`config.mk`:
```
export PLATFORM = sky130hd
export DESIGN_NAME = hhq_csr
export DESIGN_NICKNAME = d
export VERILOG_FILES = /design/src/hw/rtl/heightfield_height_query_macros.svh /design/src/hw/rtl/hhq_pkg.sv /design/src/hw/rtl/hhq_csr.sv
export SDC_FILE = /design/constraint.sdc
export NUM_CORES = 1
export LEC_CHECK = 0
export BUFFER_PORTS_ARGS = -buffer_cell sky130_fd_sc_hd__clkbuf_2
export CORE_MARGIN = 8
export CORE_UTILIZATION = 41
export CTS_CLUSTER_DIAMETER = 150
export CTS_CLUSTER_SIZE = 24
export DETAILED_ROUTE_END_ITERATION = 8
export PLACE_DENSITY_LB_ADDON = 0.12
export SLEW_MARGIN = 5
export SYNTH_ARGS = -nofsm -noshare
export SYNTH_HDL_FRONTEND = slang
export SYNTH_SLANG_ARGS = --single-unit
```
`constraint.sdc`:
```
create_clock -name clock -period 2.97 [get_ports clock]
set_input_delay 0.891 -clock clock [delete_from_list [all_inputs] [get_ports clock]]
set_output_delay 0.891 -clock clock [all_outputs]
set_load 0.01 [all_outputs]
```
`src/hw/rtl/heightfield_height_query_macros.svh`:
```
// Assertion helpers used by hhq_ctrl.sv.
`ifndef HEIGHTFIELD_HEIGHT_QUERY_MACROS_SVH
`define HEIGHTFIELD_HEIGHT_QUERY_MACROS_SVH

// Consequent must hold in the same cycle as the antecedent.
`define HHQ_ASSERT_SAME(lbl, clk, rst, ante, cons, msg) \
   lbl: assert property (@(posedge clk) disable iff (rst) (ante) |-> (cons)) \
      else $error(msg);

// Consequent must hold in the cycle after the antecedent.
`define HHQ_ASSERT_NEXT(lbl, clk, rst, ante, cons, msg) \
   lbl: assert property (@(posedge clk) disable iff (rst) (ante) |=> (cons)) \
      else $error(msg);

`endif

```
`src/hw/rtl/hhq_pkg.sv`:
```
package hhq_pkg;

   localparam int MAX_DIM_DEF   = 256;
   localparam int FRAC_BITS_DEF = 8;

   localparam int CFG_W      = 9;
   localparam int POS_W      = 16;
   localparam int INDEX_W    = 16;
   localparam int LEVEL_W    = 8;
   localparam int HEIGHT_W   = 16;
   localparam int CSR_DATA_W = 32;
   localparam int CSR_ADDR_W = 3;

   localparam logic OP_WRITE = 1'b0;
   localparam logic OP_QUERY = 1'b1;

   localparam logic CSR_IDX_WIDTH = 1'b0;
   localparam logic CSR_IDX_DEPTH = 1'b1;

   localparam logic [CFG_W-1:0] DIM_RESET = 9'd256;

   typedef struct packed {
      logic [CFG_W-1:0] width;
      logic [CFG_W-1:0] depth;
   } hhq_cfg_type;

endpackage

```
`src/hw/rtl/hhq_csr.sv`:
```
module hhq_csr (
   input  logic                                clock,
   input  logic                                reset,
   input  logic                                csr_psel,
   input  logic                                csr_penable,
   input  logic                                csr_pwrite,
   input  logic [hhq_pkg::CSR_ADDR_W-1:0]      csr_paddr,
   input  logic [hhq_pkg::CSR_DATA_W-1:0]      csr_pwdata,
   output logic [hhq_pkg::CSR_DATA_W-1:0]      csr_prdata,
   output logic                                csr_pready,
   output hhq_pkg::hhq_cfg_type                cfg
);

   import hhq_pkg::*;

   logic [CFG_W-1:0] width_ff, width_in;
   logic [CFG_W-1:0] depth_ff, depth_in;
   logic             wr_hit;

   assign csr_pready = 1'b1;
   assign wr_hit     = csr_psel && csr_penable && csr_pwrite && csr_pready;

   always_comb begin
      width_in = width_ff;
      depth_in = depth_ff;
      if (wr_hit) begin
         case (csr_paddr[2])
            CSR_IDX_WIDTH: width_in = csr_pwdata[CFG_W-1:0];
            CSR_IDX_DEPTH: depth_in = csr_pwdata[CFG_W-1:0];
            default: ;
         endcase
      end
   end

   always_ff @(posedge clock) begin
      if (reset) begin
         width_ff <= DIM_RESET;
         depth_ff <= DIM_RESET;
      end else begin
         width_ff <= width_in;
         depth_ff <= depth_in;
      end
   end

   always_comb begin
      case (csr_paddr[2])
         CSR_IDX_WIDTH: csr_prdata = CSR_DATA_W'(width_ff);
         CSR_IDX_DEPTH: csr_prdata = CSR_DATA_W'(depth_ff);
         default:       csr_prdata = '0;
      endcase
   end

   assign cfg.width = width_ff;
   assign cfg.depth = depth_ff;

endmodule

```
==> results.md <==
- The run finished with clean final reports.
- The top cell types in the final layout, fill and taps aside, are sky130_fd_sc_hd__clkbuf_2 (41), sky130_fd_sc_hd__nand2b_1 (24), sky130_fd_sc_hd__conb_1 (24), sky130_fd_sc_hd__mux2i_1 (18), sky130_fd_sc_hd__dfxtp_1 (18).
- The global-route wire length before repair is 3860 um.
- In the routed design, unresolved DRC markers number 0.
- Summed over all layers, the global routing overflow is 0.
- The kind of critical path is input port to output port.
- Cells with a size suffix above 1 make up 38.6% of the layout.
- A synthesized cell averages 10.1 um^2.
- The pre-CTS worst setup slack is 0.368 ns.
- The floorplan step set the die height to 67.4 um.
- The largest fanout of any net on the critical path is 13.
- For flop-to-flop paths, the worst setup slack is 2.32 ns.
- The routed wire length is 2370 um.
- The portion of synthesized cell area occupied by the leading cell type is 33.3%.
- The repair_antennas step left the layout with diodes totalling 0.
- The layer flagged by global routing as most heavily used is met2.
- For this run, the number of Yosys warnings is 0.
- The die outline area is 4540 um^2.
- Dividing total power by cell area gives a power density of 382 nW/um^2.
- Among all stages on the critical path, the largest delay is contributed by sky130_fd_sc_hd__mux2_2.
- Post-CTS timing repair inserted 0 buffers for setup.
- The count of input and output buffers is 41.
- The largest total area in the synthesized netlist belongs to sky130_fd_sc_hd__dfxtp_1.
- The leakage power figure is 0.000651 uW.
- Clock-pin slew was measured on the worst setup and hold paths at 0.10 ns.
- TritonCTS built the clock tree.
- Leaving out filler cells and counting taps, the final layout contains 175.
- The arrival time at the worst endpoint is 1.71 ns.
- The clock period could shrink to 2.60 ns.
- The data required time of the worst path is 2.08 ns.
- Walking the worst path, the cells encountered are clkbuf_2 > mux2_2 > clkbuf_2.
- Ranked by total cell area, the synthesized netlist is headed by sky130_fd_sc_hd__dfxtp_1 (33%), sky130_fd_sc_hd__buf_4 (17%), sky130_fd_sc_hd__mux2i_1 (17%).
- The hold violation total from the final report was 0.
- The initial standard-cell utilization of the core is 43.3%.
- The post-synthesis cell count is 107.
- The capturing point of the worst reg2reg path is width_ff[3].
- The number of buffer and inverter stages on the critical path is 2.
- Setup repair after global routing left no endpoint under its margin.
- In this design, the largest share of critical-path delay is due to buffers and inverters.
- The first TritonRoute pass finished after 2 iterations.
- The final cycle utilization of the critical path is 87.6%.
- The number of top-level pins is 91.
- The largest net degree at the start of global routing is 28.
- For this run, the post-layout net count is 186.
- The overall routing resource usage is 10.8%.
- The post-route setup TNS is 0 ns.
- After detailed routing, the average wire length per cell comes to 13.5 um.
- The source of the worst register-to-register timing path is width_ff[3].
- For the final database, setup skew stands at 0 ns.
- For this run, global-route usage on met1 was measured as 12.2%.
- The post-cts hold buffer count is 0.
- Static timing analysis puts the maximum clock frequency at 0.384 GHz.
- The post-synthesis cell type count is 13.
- In this run, the number of DRC markers left after iteration 0 of detailed routing was 17.
- The filler cell count in the final layout is 259.
- The most common library cell in the layout ignoring fill and taps is sky130_fd_sc_hd__clkbuf_2.
- The max-slew violation count came to 0.
- The clock drives 18 sinks.
- The worst vdd rail ir drop is 182 uV.
- The cell chosen for the clock root is sky130_fd_sc_hd__clkbuf_4.
- STA classifies the critical path startpoint as an input port.
- The number of global-route vias before repair was 863.
- Power comes to 469 uW.
- The source of the critical timing path is csr_paddr[2].
- The most critical setup path has its endpoint at csr_prdata[3].
- The number of flip-flops and latches in the synthesized netlist is 18.
- The number of instances resized during post-cts repair is 0.
- The number of nets with antenna violations after detailed routing is 0.
- The floorplan step set the die width to 67.4 um.
- Setup slack on the critical path of the routed design comes to 0.367 ns.
- The cell area after synthesis is 1080 um^2.
- The global-route track usage on met3 is 3.31%.
- The insertion delay to the later sink of the worst-skew pair is 0.28 ns.
- Clock tree synthesis inserted a total of 3 buffers.
- The row count is 18.
- The initial antenna violation count is 0.
- The number of cells in the design after placement is 171.
- The share of the Yosys chip area taken by registers is 33.3%.
- The area growth from synthesis to layout is 13.3%.
- The post-detailed-route via-to-cell ratio is 4.37.
- Across the run, the number of max-cap violations was 0.
- The path length in cells of the critical path is 3.
- The depth of the worst register-to-register path is 2.
- The min-delay analysis places its worst path in the category flip-flop to flip-flop.
- The core region is 2500 um^2.
- The global routing usage on met2 is 19.0%.
- Setup violations remaining at the end of the flow were counted as 0.
- The placed wire-length estimate is 1900 um.
- The maximum count of clock buffers along a single path is 2.
- Counting stages on the worst path, the most repeated cell is sky130_fd_sc_hd__clkbuf_2.
- In this run the number of H-tree levels came out at 1.
- The worst setup path is captured at an output port.
- At the end of routability-driven placement, the weighted congestion stood at 0.700.
- On the worst path, the slowest cell contributes a delay of 0.39 ns.
- The routed layout has 765 vias.
-- cells by family after synthesis --
logic type             synth area share, %
buffers and inverters                 20.1
DFF                                   33.3
muxes                                 26.0
other                                0.693
and+or+nand+nor                       20.0
-- synth_stat cells --
cell type / count
sky130_fd_sc_hd__and4b_1: 1
sky130_fd_sc_hd__nand2b_1: 24
sky130_fd_sc_hd__nand4b_4: 1
sky130_fd_sc_hd__and4_1: 1
sky130_fd_sc_hd__nor2_1: 3
sky130_fd_sc_hd__buf_4: 25
sky130_fd_sc_hd__mux2i_1: 18
sky130_fd_sc_hd__conb_1: 2
sky130_fd_sc_hd__buf_6: 2
sky130_fd_sc_hd__dfxtp_1: 18
sky130_fd_sc_hd__nand4_2: 1
sky130_fd_sc_hd__mux2_2: 9
sky130_fd_sc_hd__clkbuf_1: 2
-- through the flow --
stage | utilization, % | hold WS [ns] | instance area [um^2]
2_1_floorplan | - | 0.501 | 1170
3_3_place_gp | 47.6 | 0.470 | 1190
3_5_place_dp | 47.6 | 0.479 | 1190
4_1_cts | 49.1 | 0.498 | 1230
5_1_grt | 49.1 | 0.533 | 1230
6_report | 49.1 | 0.496 | 1230
-- worst min path at each step --
stage | start | endpoint | slack (ns) | depth (start not counted)
after floorplan | depth_ff[2] | depth_ff[2] | 0.50 | 2
after global placement | depth_ff[4] | depth_ff[4] | 0.47 | 2
after detailed placement | depth_ff[5] | depth_ff[5] | 0.48 | 2
after CTS | depth_ff[5] | depth_ff[5] | 0.50 | 2
after global routing | width_ff[6] | width_ff[6] | 0.53 | 2
final | depth_ff[5] | depth_ff[5] | 0.50 | 2
-- power by group --
| part | internal, uW | switching [uW] | total, uW |
|---|---|---|---|
| sequential | 247 | 3.87 | 251 |
| clock | 74.5 | 72.8 | 147 |
| combinational | 28.3 | 43.0 | 71.3 |
-- sequential cells by signal (all words and copies together) (netlist names) --
| register | flops |
|---|---|
| width_ff | 9 |
| depth_ff | 9 |
-- layout make-up --
type / count / area [um^2] / share of cell area [%]
multi-input combinational: 82 / 588 / 47.9
timing repair buffer: 41 / 205 / 16.7
tap: 30 / 37.5 / 3.06
sequential: 18 / 360 / 29.4
clock buffer: 4 / 36.3 / 2.96
-- metal layers --
layer / part of all wire (%) / wire (um)
met1: 41 / 968
met2: 51 / 1200
met3: 8.1 / 191
met4: 0.17 / 4
met5: 0 / 0
-- tightest hold or removal path, cell delays in order, from the launching register on --
cell	delay (ns)
sky130_fd_sc_hd__dfxtp_1	0.34
sky130_fd_sc_hd__nand2b_1	0.06
sky130_fd_sc_hd__mux2i_1	0.05
No activity file was read; power rests on OpenSTA's default activity.
