File: src/hw/rtl/heightfield_height_query_macros.svh
// Assertion helpers used by hhq_ctrl.sv.
`ifndef HEIGHTFIELD_HEIGHT_QUERY_MACROS_SVH
`define HEIGHTFIELD_HEIGHT_QUERY_MACROS_SVH

// Consequent must hold in the same cycle as the antecedent.
`define HHQ_ASSERT_SAME(lbl, clk, rst, ante, cons, msg) \
   lbl: assert property (@(posedge clk) disable iff (rst) (ante) |-> (cons)) \
      else $error(msg);

// Consequent must hold in the cycle after the antecedent.
`define HHQ_ASSERT_NEXT(lbl, clk, rst, ante, cons, msg) \
   lbl: assert property (@(posedge clk) disable iff (rst) (ante) |=> (cons)) \
      else $error(msg);

`endif

File: src/hw/rtl/hhq_pkg.sv
package hhq_pkg;

   localparam int MAX_DIM_DEF   = 256;
   localparam int FRAC_BITS_DEF = 8;

   localparam int CFG_W      = 9;
   localparam int POS_W      = 16;
   localparam int INDEX_W    = 16;
   localparam int LEVEL_W    = 8;
   localparam int HEIGHT_W   = 16;
   localparam int CSR_DATA_W = 32;
   localparam int CSR_ADDR_W = 3;

   localparam logic OP_WRITE = 1'b0;
   localparam logic OP_QUERY = 1'b1;

   localparam logic CSR_IDX_WIDTH = 1'b0;
   localparam logic CSR_IDX_DEPTH = 1'b1;

   localparam logic [CFG_W-1:0] DIM_RESET = 9'd256;

   typedef struct packed {
      logic [CFG_W-1:0] width;
      logic [CFG_W-1:0] depth;
   } hhq_cfg_type;

endpackage

File: src/hw/rtl/hhq_ctrl.sv
`include "heightfield_height_query_macros.svh"

module hhq_ctrl #(
   parameter int MAX_DIM   = hhq_pkg::MAX_DIM_DEF,
   parameter int FRAC_BITS = hhq_pkg::FRAC_BITS_DEF
) (
   input  logic                                   clock,
   input  logic                                   reset,
   input  logic                                   start,
   output logic                                   busy,
   input  logic                                   op,
   input  logic [hhq_pkg::INDEX_W-1:0]            sample_index,
   input  logic [hhq_pkg::LEVEL_W-1:0]            sample_level,
   input  logic [hhq_pkg::POS_W-1:0]              pos_x,
   input  logic [hhq_pkg::POS_W-1:0]              pos_z,
   input  hhq_pkg::hhq_cfg_type                   cfg,
   output logic                                   ram_wr_en,
   output logic [$clog2(MAX_DIM*MAX_DIM)-1:0]     ram_wr_addr,
   output logic [hhq_pkg::LEVEL_W-1:0]            ram_wr_data,
   output logic                                   ram_rd_en,
   output logic [$clog2(MAX_DIM*MAX_DIM)-1:0]     ram_rd_addr,
   input  logic [hhq_pkg::LEVEL_W-1:0]            ram_rd_data,
   output logic                                   rsp_valid,
   output logic [hhq_pkg::HEIGHT_W-1:0]           height,
   output logic                                   out_of_range
);

   import hhq_pkg::*;

   localparam int STORE_SIZE = MAX_DIM * MAX_DIM;
   localparam int ADDR_W     = $clog2(STORE_SIZE);
   localparam int DIM_W      = $clog2(MAX_DIM + 1);
   localparam int CW         = (DIM_W > CFG_W) ? DIM_W : CFG_W;
   localparam int COL_W      = (POS_W - FRAC_BITS > 0) ? POS_W - FRAC_BITS : 1;
   localparam int EW         = ((COL_W > DIM_W) ? COL_W : DIM_W) + 1;
   localparam int FW         = FRAC_BITS + 1;
   localparam int ONE_FX     = 1 << FRAC_BITS;
   localparam int ACC_W      = LEVEL_W + FRAC_BITS;
   localparam int SUM_W      = ACC_W + 9;
   localparam int SH_R       = (FRAC_BITS > 8) ? FRAC_BITS - 8 : 0;
   localparam int SH_L       = (FRAC_BITS < 8) ? 8 - FRAC_BITS : 0;
   localparam int RND        = (FRAC_BITS > 8) ? (1 << SH_R) / 2 : 0;

   localparam logic [2:0] S_IDLE  = 3'd0;
   localparam logic [2:0] S_CHECK = 3'd1;
   localparam logic [2:0] S_READ  = 3'd2;
   localparam logic [2:0] S_LAST  = 3'd3;
   localparam logic [2:0] S_OUT   = 3'd4;

   localparam logic [1:0] C_RIGHT = 2'd0;
   localparam logic [1:0] C_UP    = 2'd1;
   localparam logic [1:0] C_THIRD = 2'd2;

   logic [2:0]           state_ff, state_in;
   logic [COL_W-1:0]     col_ff, col_in;
   logic [COL_W-1:0]     row_ff, row_in;
   logic [FRAC_BITS-1:0] fx_ff, fx_in;
   logic [FRAC_BITS-1:0] fz_ff, fz_in;
   logic [DIM_W-1:0]     w_ff, w_in;
   logic [DIM_W-1:0]     d_ff, d_in;
   logic [ADDR_W-1:0]    base_ff, base_in;
   logic                 upper_ff, upper_in;
   logic [1:0]           cnt_ff, cnt_in;
   logic [ACC_W-1:0]     acc_ff, acc_in;
   logic                 rsp_valid_ff, rsp_valid_in;
   logic [HEIGHT_W-1:0]  height_ff, height_in;
   logic                 oor_ff, oor_in;

   logic                 accept;
   logic                 outside;
   logic [CW-1:0]        wc, dc;
   logic [FW-1:0]        fxz;
   logic [1:0]           data_corner;
   logic [FW-1:0]        weight;
   logic [SUM_W-1:0]     rounded;

   assign busy   = (state_ff != S_IDLE);
   assign accept = start && !busy;

   assign ram_wr_en   = accept && (op == OP_WRITE) && (32'(sample_index) < STORE_SIZE);
   assign ram_wr_addr = ADDR_W'(sample_index);
   assign ram_wr_data = sample_level;

   always_comb begin
      wc = CW'(cfg.width);
      dc = CW'(cfg.depth);
      if (wc < CW'(2)) begin
         wc = CW'(2);
      end else if (wc > CW'(MAX_DIM)) begin
         wc = CW'(MAX_DIM);
      end
      if (dc < CW'(2)) begin
         dc = CW'(2);
      end else if (dc > CW'(MAX_DIM)) begin
         dc = CW'(MAX_DIM);
      end
   end

   assign outside = (EW'(col_ff) + EW'(1) >= EW'(w_ff)) ||
                    (EW'(row_ff) + EW'(1) >= EW'(d_ff));
   assign fxz     = FW'(fx_ff) + FW'(fz_ff);

   always_comb begin
      ram_rd_en   = (state_ff == S_READ);
      ram_rd_addr = base_ff;
      case (cnt_ff)
         C_RIGHT: ram_rd_addr = base_ff + ADDR_W'(1);
         C_UP:    ram_rd_addr = base_ff + ADDR_W'(w_ff);
         C_THIRD: ram_rd_addr = upper_ff ? base_ff + ADDR_W'(w_ff) + ADDR_W'(1) : base_ff;
         default: ram_rd_addr = base_ff;
      endcase
   end

   always_comb begin
      data_corner = (state_ff == S_LAST) ? C_THIRD : cnt_ff - 2'd1;
      case (data_corner)
         C_RIGHT: weight = upper_ff ? FW'(ONE_FX) - FW'(fz_ff) : FW'(fx_ff);
         C_UP:    weight = upper_ff ? FW'(ONE_FX) - FW'(fx_ff) : FW'(fz_ff);
         C_THIRD: weight = upper_ff ? fxz - FW'(ONE_FX) : FW'(ONE_FX) - fxz;
         default: weight = '0;
      endcase
   end

   assign rounded = ((SUM_W'(acc_ff) + SUM_W'(RND)) >> SH_R) << SH_L;

   always_comb begin
      state_in     = state_ff;
      col_in       = col_ff;
      row_in       = row_ff;
      fx_in        = fx_ff;
      fz_in        = fz_ff;
      w_in         = w_ff;
      d_in         = d_ff;
      base_in      = base_ff;
      upper_in     = upper_ff;
      cnt_in       = cnt_ff;
      acc_in       = acc_ff;
      rsp_valid_in = 1'b0;
      height_in    = height_ff;
      oor_in       = oor_ff;
      case (state_ff)
         S_IDLE: begin
            if (accept && (op == OP_QUERY)) begin
               col_in   = COL_W'(pos_x >> FRAC_BITS);
               row_in   = COL_W'(pos_z >> FRAC_BITS);
               fx_in    = FRAC_BITS'(pos_x);
               fz_in    = FRAC_BITS'(pos_z);
               w_in     = DIM_W'(wc);
               d_in     = DIM_W'(dc);
               state_in = S_CHECK;
            end
         end
         S_CHECK: begin
            base_in  = ADDR_W'(ADDR_W'(row_ff) * ADDR_W'(w_ff)) + ADDR_W'(col_ff);
            upper_in = (fxz > FW'(ONE_FX));
            cnt_in   = C_RIGHT;
            acc_in   = '0;
            if (outside) begin
               rsp_valid_in = 1'b1;
               height_in    = '0;
               oor_in       = 1'b1;
               state_in     = S_IDLE;
            end else begin
               state_in = S_READ;
            end
         end
         S_READ: begin
            if (cnt_ff != C_RIGHT) begin
               acc_in = acc_ff + ACC_W'(ACC_W'(weight) * ACC_W'(ram_rd_data));
            end
            if (cnt_ff == C_THIRD) begin
               state_in = S_LAST;
            end else begin
               cnt_in = cnt_ff + 2'd1;
            end
         end
         S_LAST: begin
            acc_in   = acc_ff + ACC_W'(ACC_W'(weight) * ACC_W'(ram_rd_data));
            state_in = S_OUT;
         end
         S_OUT: begin
            rsp_valid_in = 1'b1;
            height_in    = HEIGHT_W'(rounded);
            oor_in       = 1'b0;
            state_in     = S_IDLE;
         end
         default: begin
            state_in = S_IDLE;
         end
      endcase
   end

   always_ff @(posedge clock) begin
      if (reset) begin
         state_ff     <= S_IDLE;
         cnt_ff       <= C_RIGHT;
         rsp_valid_ff <= 1'b0;
      end else begin
         state_ff     <= state_in;
         cnt_ff       <= cnt_in;
         rsp_valid_ff <= rsp_valid_in;
      end
   end

   always_ff @(posedge clock) begin
      col_ff    <= col_in;
      row_ff    <= row_in;
      fx_ff     <= fx_in;
      fz_ff     <= fz_in;
      w_ff      <= w_in;
      d_ff      <= d_in;
      base_ff   <= base_in;
      upper_ff  <= upper_in;
      acc_ff    <= acc_in;
      height_ff <= height_in;
      oor_ff    <= oor_in;
   end

   assign rsp_valid    = rsp_valid_ff;
   assign height       = height_ff;
   assign out_of_range = oor_ff;

   `HHQ_ASSERT_NEXT(a_single_strobe, clock, reset, rsp_valid_ff, !rsp_valid_ff, "result strobe longer than one cycle")
   `HHQ_ASSERT_SAME(a_oor_zero, clock, reset, rsp_valid_ff && oor_ff, height_ff == '0, "out-of-range result with nonzero height")
   `HHQ_ASSERT_NEXT(a_write_no_busy, clock, reset, accept && (op == OP_WRITE), !busy && !rsp_valid_ff, "write transaction stalled or produced a result")
   `HHQ_ASSERT_NEXT(a_query_busy, clock, reset, accept && (op == OP_QUERY), busy, "query transaction not taken up")

endmodule

File: config.mk
export PLATFORM = sky130hd
export DESIGN_NAME = hhq_ctrl
export DESIGN_NICKNAME = d
export VERILOG_FILES = /design/src/hw/rtl/hhq_pkg.sv /design/src/hw/rtl/hhq_ctrl.sv
export VERILOG_INCLUDE_DIRS = /design/src /design/src/hw/rtl
export SDC_FILE = /design/constraint.sdc
export NUM_CORES = 1
export LEC_CHECK = 0
export BUFFER_PORTS_ARGS = -buffer_cell sky130_fd_sc_hd__buf_2
export CORE_MARGIN = 2
export CORE_UTILIZATION = 40
export CTS_BUF_LIST = sky130_fd_sc_hd__clkbuf_8
export CTS_CLUSTER_DIAMETER = 150
export CTS_CLUSTER_SIZE = 14
export DETAILED_ROUTE_END_ITERATION = 16
export PLACE_DENSITY = 0.58
export SETUP_SLACK_MARGIN = 0.15
export SLEW_MARGIN = 30
export SYNTH_ARGS = -nofsm -noshare
export SYNTH_HDL_FRONTEND = slang
export SYNTH_SLANG_ARGS = --single-unit
File: constraint.sdc
create_clock -name clock -period 8.3 [get_ports clock]
set_input_delay 0.83 -clock clock [delete_from_list [all_inputs] [get_ports clock]]
set_output_delay 0.83 -clock clock [all_outputs]
set_load 0.01 [all_outputs]
==> results.sh <==
export IMPL_io_buffer_count=98
export IMPL_dp_hpwl_um=23000
export IMPL_layout_drive_gt1_share_pct=11.0
export IMPL_antenna_cells=0
export IMPL_routed_wl_um=29200
export IMPL_synthDistinctLibCells=93
export IMPL_globalRouteMet2Util_pct=29.5
export IMPL_slowest_delay_ns=0.80
export IMPL_yosys_top_cells_area="edfxtp_1 (24%), fa_1 (17%), ha_1 (12%), inv_1 (6.3%), nand2_1 (3.8%)"
export IMPL_drv_cap=0
export IMPL_path_clk_slew_ns=0.10
export IMPL_routed_via_density=5.17
export IMPL_cts_sink_count=106
export IMPL_min_path_type="reg -> reg"
export IMPL_slew_viol_final=0
export IMPL_fill_cells=3016
export IMPL_ys_flop_type="edfxtp_1"
export IMPL_initial_utilization_pct=40.7
export IMPL_crit_slowest_cell="dfxtp_1"
export IMPL_syn_inst=1346
export IMPL_die_height_um=180
export IMPL_grt_pass1_vias=9496
export IMPL_fmax_mhz=142
export IMPL_post_route_min_period_ns=7.06
export IMPL_rsz0062_at_grt="false"
export IMPL_avgRoutedWirePerCell_um=16.3
export IMPL_synth_yosys_seq_area_share_pct=25.1
export IMPL_cts_buffers_inserted=9
export IMPL_nets=1700
export IMPL_core_area_sq_um=30600
export IMPL_synth_warnings=0
export IMPL_areaGrowthSynthToFinish_pct=6.73
export IMPL_design_area_sq_um=13300
export IMPL_grt_ovfl_total=0
export IMPL_rows=64
export IMPL_cp_required_ns=8.45
export IMPL_post_cts_repair_setup_buffers=0
export IMPL_vdd_ir_drop_max_uv=112
export IMPL_die_w_um=180
export IMPL_path_buf_inv=4
export IMPL_fin_skew_ns=0.0143
export IMPL_grt_pass1_wl_um=49400
export IMPL_dp_cells=1776
export IMPL_cts_tree="yes"
export IMPL_finalSetupViolations=0
export IMPL_synth_top_area_share_pct=24.1
export IMPL_p_leak_nw=6.01
export IMPL_syn_nets=1655
export IMPL_antenna_left=0
export IMPL_postLayoutCoreUtil_pct=43.4
export IMPL_antenna_found_initial=0
export IMPL_dr_total_vias=9270
export IMPL_fin_total_pwr_w=0.00203
export IMPL_die_area_sq_um=32500
export IMPL_h_tree_depth=3
export IMPL_cp_arrival_ns=7.21
export IMPL_timing_final_crit_share_pct=85.1
export IMPL_post_cts_resized=0
export IMPL_crit_family="adder cells"
export IMPL_finalHoldViolCount=0
export IMPL_syn_area_per_cell_sq_um=9.25
export IMPL_timing_slew_headroom_pct=42.2
export IMPL_place_congestion=0.879
export IMPL_status="finished clean"
export IMPL_path_class="reg -> reg"
export IMPL_grt_util_met1_pct=27.2
export IMPL_clk_latency_ns=0.42
export IMPL_clk_path_buf_depth=2
export IMPL_powerDensity_nw_per_um2=153
export IMPL_drt_first_iter_violations=671
export IMPL_grtUsageTotal_pct=18.9
export IMPL_path_max_fanout=17
export IMPL_top_usage_layer="met2"
export IMPL_grtUsageMet3_pct=3.25
export IMPL_crit_path_end_kind="flop"
export IMPL_critPathLaunchType="flop"
export IMPL_drcViolationCount=0
export IMPL_ctsHoldBuffers=0
export IMPL_dr_pass1_iters=5
export IMPL_ys_seq_elements=106
export IMPL_pin_count=147
export IMPL_synthArstFlopShare_pct=0
export IMPL_yosysTopAreaCell="edfxtp_1"
export IMPL_post_dp_cell_area_sq_um=13100
export IMPL_synth_edf_count=100
export IMPL_tightest_slew_ns=0.866
export IMPL_root_buffer="clkbuf_8"
export IMPL_crit_path_cell_trace="inv_2, ha_1, o21ai_1, nand2_1, o22a_1, o22ai_1, a21oi_1, nand2b_1, fa_1, inv_1, fa_1, ha_1, inv_1, fa_1, inv_1, ha_1, a21o_1, a21oi_1, o21bai_1, a2111oi_0, o41a_1, o21ai_0, xnor2_1, nor2_1"
export IMPL_grt_max_degree=52
export IMPL_fin_cells=1792
export IMPL_fin_tns_setup_ns=0
export IMPL_mappedNetlistArea_sq_um=12400
-- synthesized netlist by cell type, types with 16 or more instances --
library cell    n
o21ai_0        30
xor2_1         19
nand2_1       126
buf_4          24
fa_1          107
ha_1          116
clkbuf_1       32
nor3_1         26
xnor2_1        53
and2_1         59
edfxtp_1      100
a21oi_1        52
nor2_1        101
inv_1         208
nand2b_1       16
nor2b_1        29
nand3_1        24
-- kinds of logic after synthesis --
family / count (synthesis) / synth area share, %
buf+inv: 279 / 9.63
simple gates: 443 / 17.8
mux: 19 / 1.69
xor+xnor: 76 / 5.73
fa+ha+maj: 223 / 28.9
flops: 106 / 25.1
compound gates: 200 / 11.2
-- final cells by class --
cell class	count	area, sq um	area share (%)
flip-flops and latches	106	3120	23.5
repair buffers	102	520	3.92
multi-input cells	961	8140	61.3
well taps	396	495	3.73
inverters	211	792	5.96
clock buffers	9	124	0.932
clock inverters	7	92.6	0.697
-- through the flow --
| stage | worst slack, ns | hold WS (ns) |
|---|---|---|
| global route | 0.535 | 0.537 |
| finish | 1.24 | 0.518 |
| detailed placement | 1.20 | 0.503 |
| global placement | 1.29 | 0.501 |
| floorplan | 2.13 | 0.475 |
| CTS | 1.19 | 0.518 |
-- worst paths after layout --
| kind | to | cells past startpoint | slack (ns) | startpoint |
|---|---|---|---|---|
| setup / recovery | acc_ff[14] | 24 | 1.24 | cnt_ff[0] |
| hold / removal | cnt_ff[1] | 2 | 0.52 | cnt_ff[1] |
| setup reg to reg | acc_ff[14] | 24 | 1.24 | cnt_ff[0] |
| hold reg to reg | cnt_ff[1] | 2 | 0.52 | cnt_ff[1] |
-- power by group --
part | switching (W) | leakage, nW | internal (W) | total (W)
logic | 0.000538 | 4.91 | 0.000424 | 0.000963
clock network | 0.000202 | 0.110 | 0.000170 | 0.000372
registers | 0.0000523 | 0.982 | 0.000644 | 0.000696
total | 0.000793 | 6.01 | 0.00124 | 0.00203
-- worst min-delay path, cell delays in order (launching register included) --
cell	delay (ns)
dfxtp_1	0.35
nand3_1	0.07
a21oi_1	0.06
-- placed cells by master (no fill, tap or decap), types with 6 or more instances in the layout --
cell / synthesis / routed
o21ai_0: 30 / 29
o211ai_1: 6 / 6
nand4_1: 6 / 6
nand2_1: 126 / 126
and3_1: 15 / 14
or3_1: 7 / 7
o22ai_1: 7 / 7
xor2_1: 19 / 19
a21o_1: 13 / 13
mux2i_1: 12 / 12
xnor2_1: 53 / 53
fa_1: 107 / 107
a21oi_1: 52 / 52
buf_2: 1 / 98
o21a_1: 9 / 9
inv_1: 208 / 208
ha_1: 116 / 116
o221ai_1: 9 / 9
clkbuf_8: 6 / 9
nor2_1: 101 / 101
dfxtp_1: 6 / 6
a22oi_1: 7 / 7
and2_1: 59 / 59
edfxtp_1: 100 / 100
nand3_1: 24 / 24
nand2b_1: 16 / 16
nor4_1: 11 / 11
nor2b_1: 29 / 29
nor3_1: 26 / 26
-- metal layers --
metal | vias to the layer above | part of all wire (%)
li1 | 4559 | -
met1 | 4474 | 50
met2 | 209 | 44
met3 | 28 | 4.2
met4 | 0 | 1.5
met5 | - | 0
-- state kept, by name, indices dropped and copies added (netlist names) --
register / cells
acc_ff: 16
base_ff: 16
height: 16
d_ff: 9
w_ff: 9
col_ff: 8
fx_ff: 8
fz_ff: 8
row_ff: 8
state_ff: 3
cnt_ff: 2
out_of_range: 1
rsp_valid: 1
upper_ff: 1
Note: power is estimated with default switching activity, not from simulation.
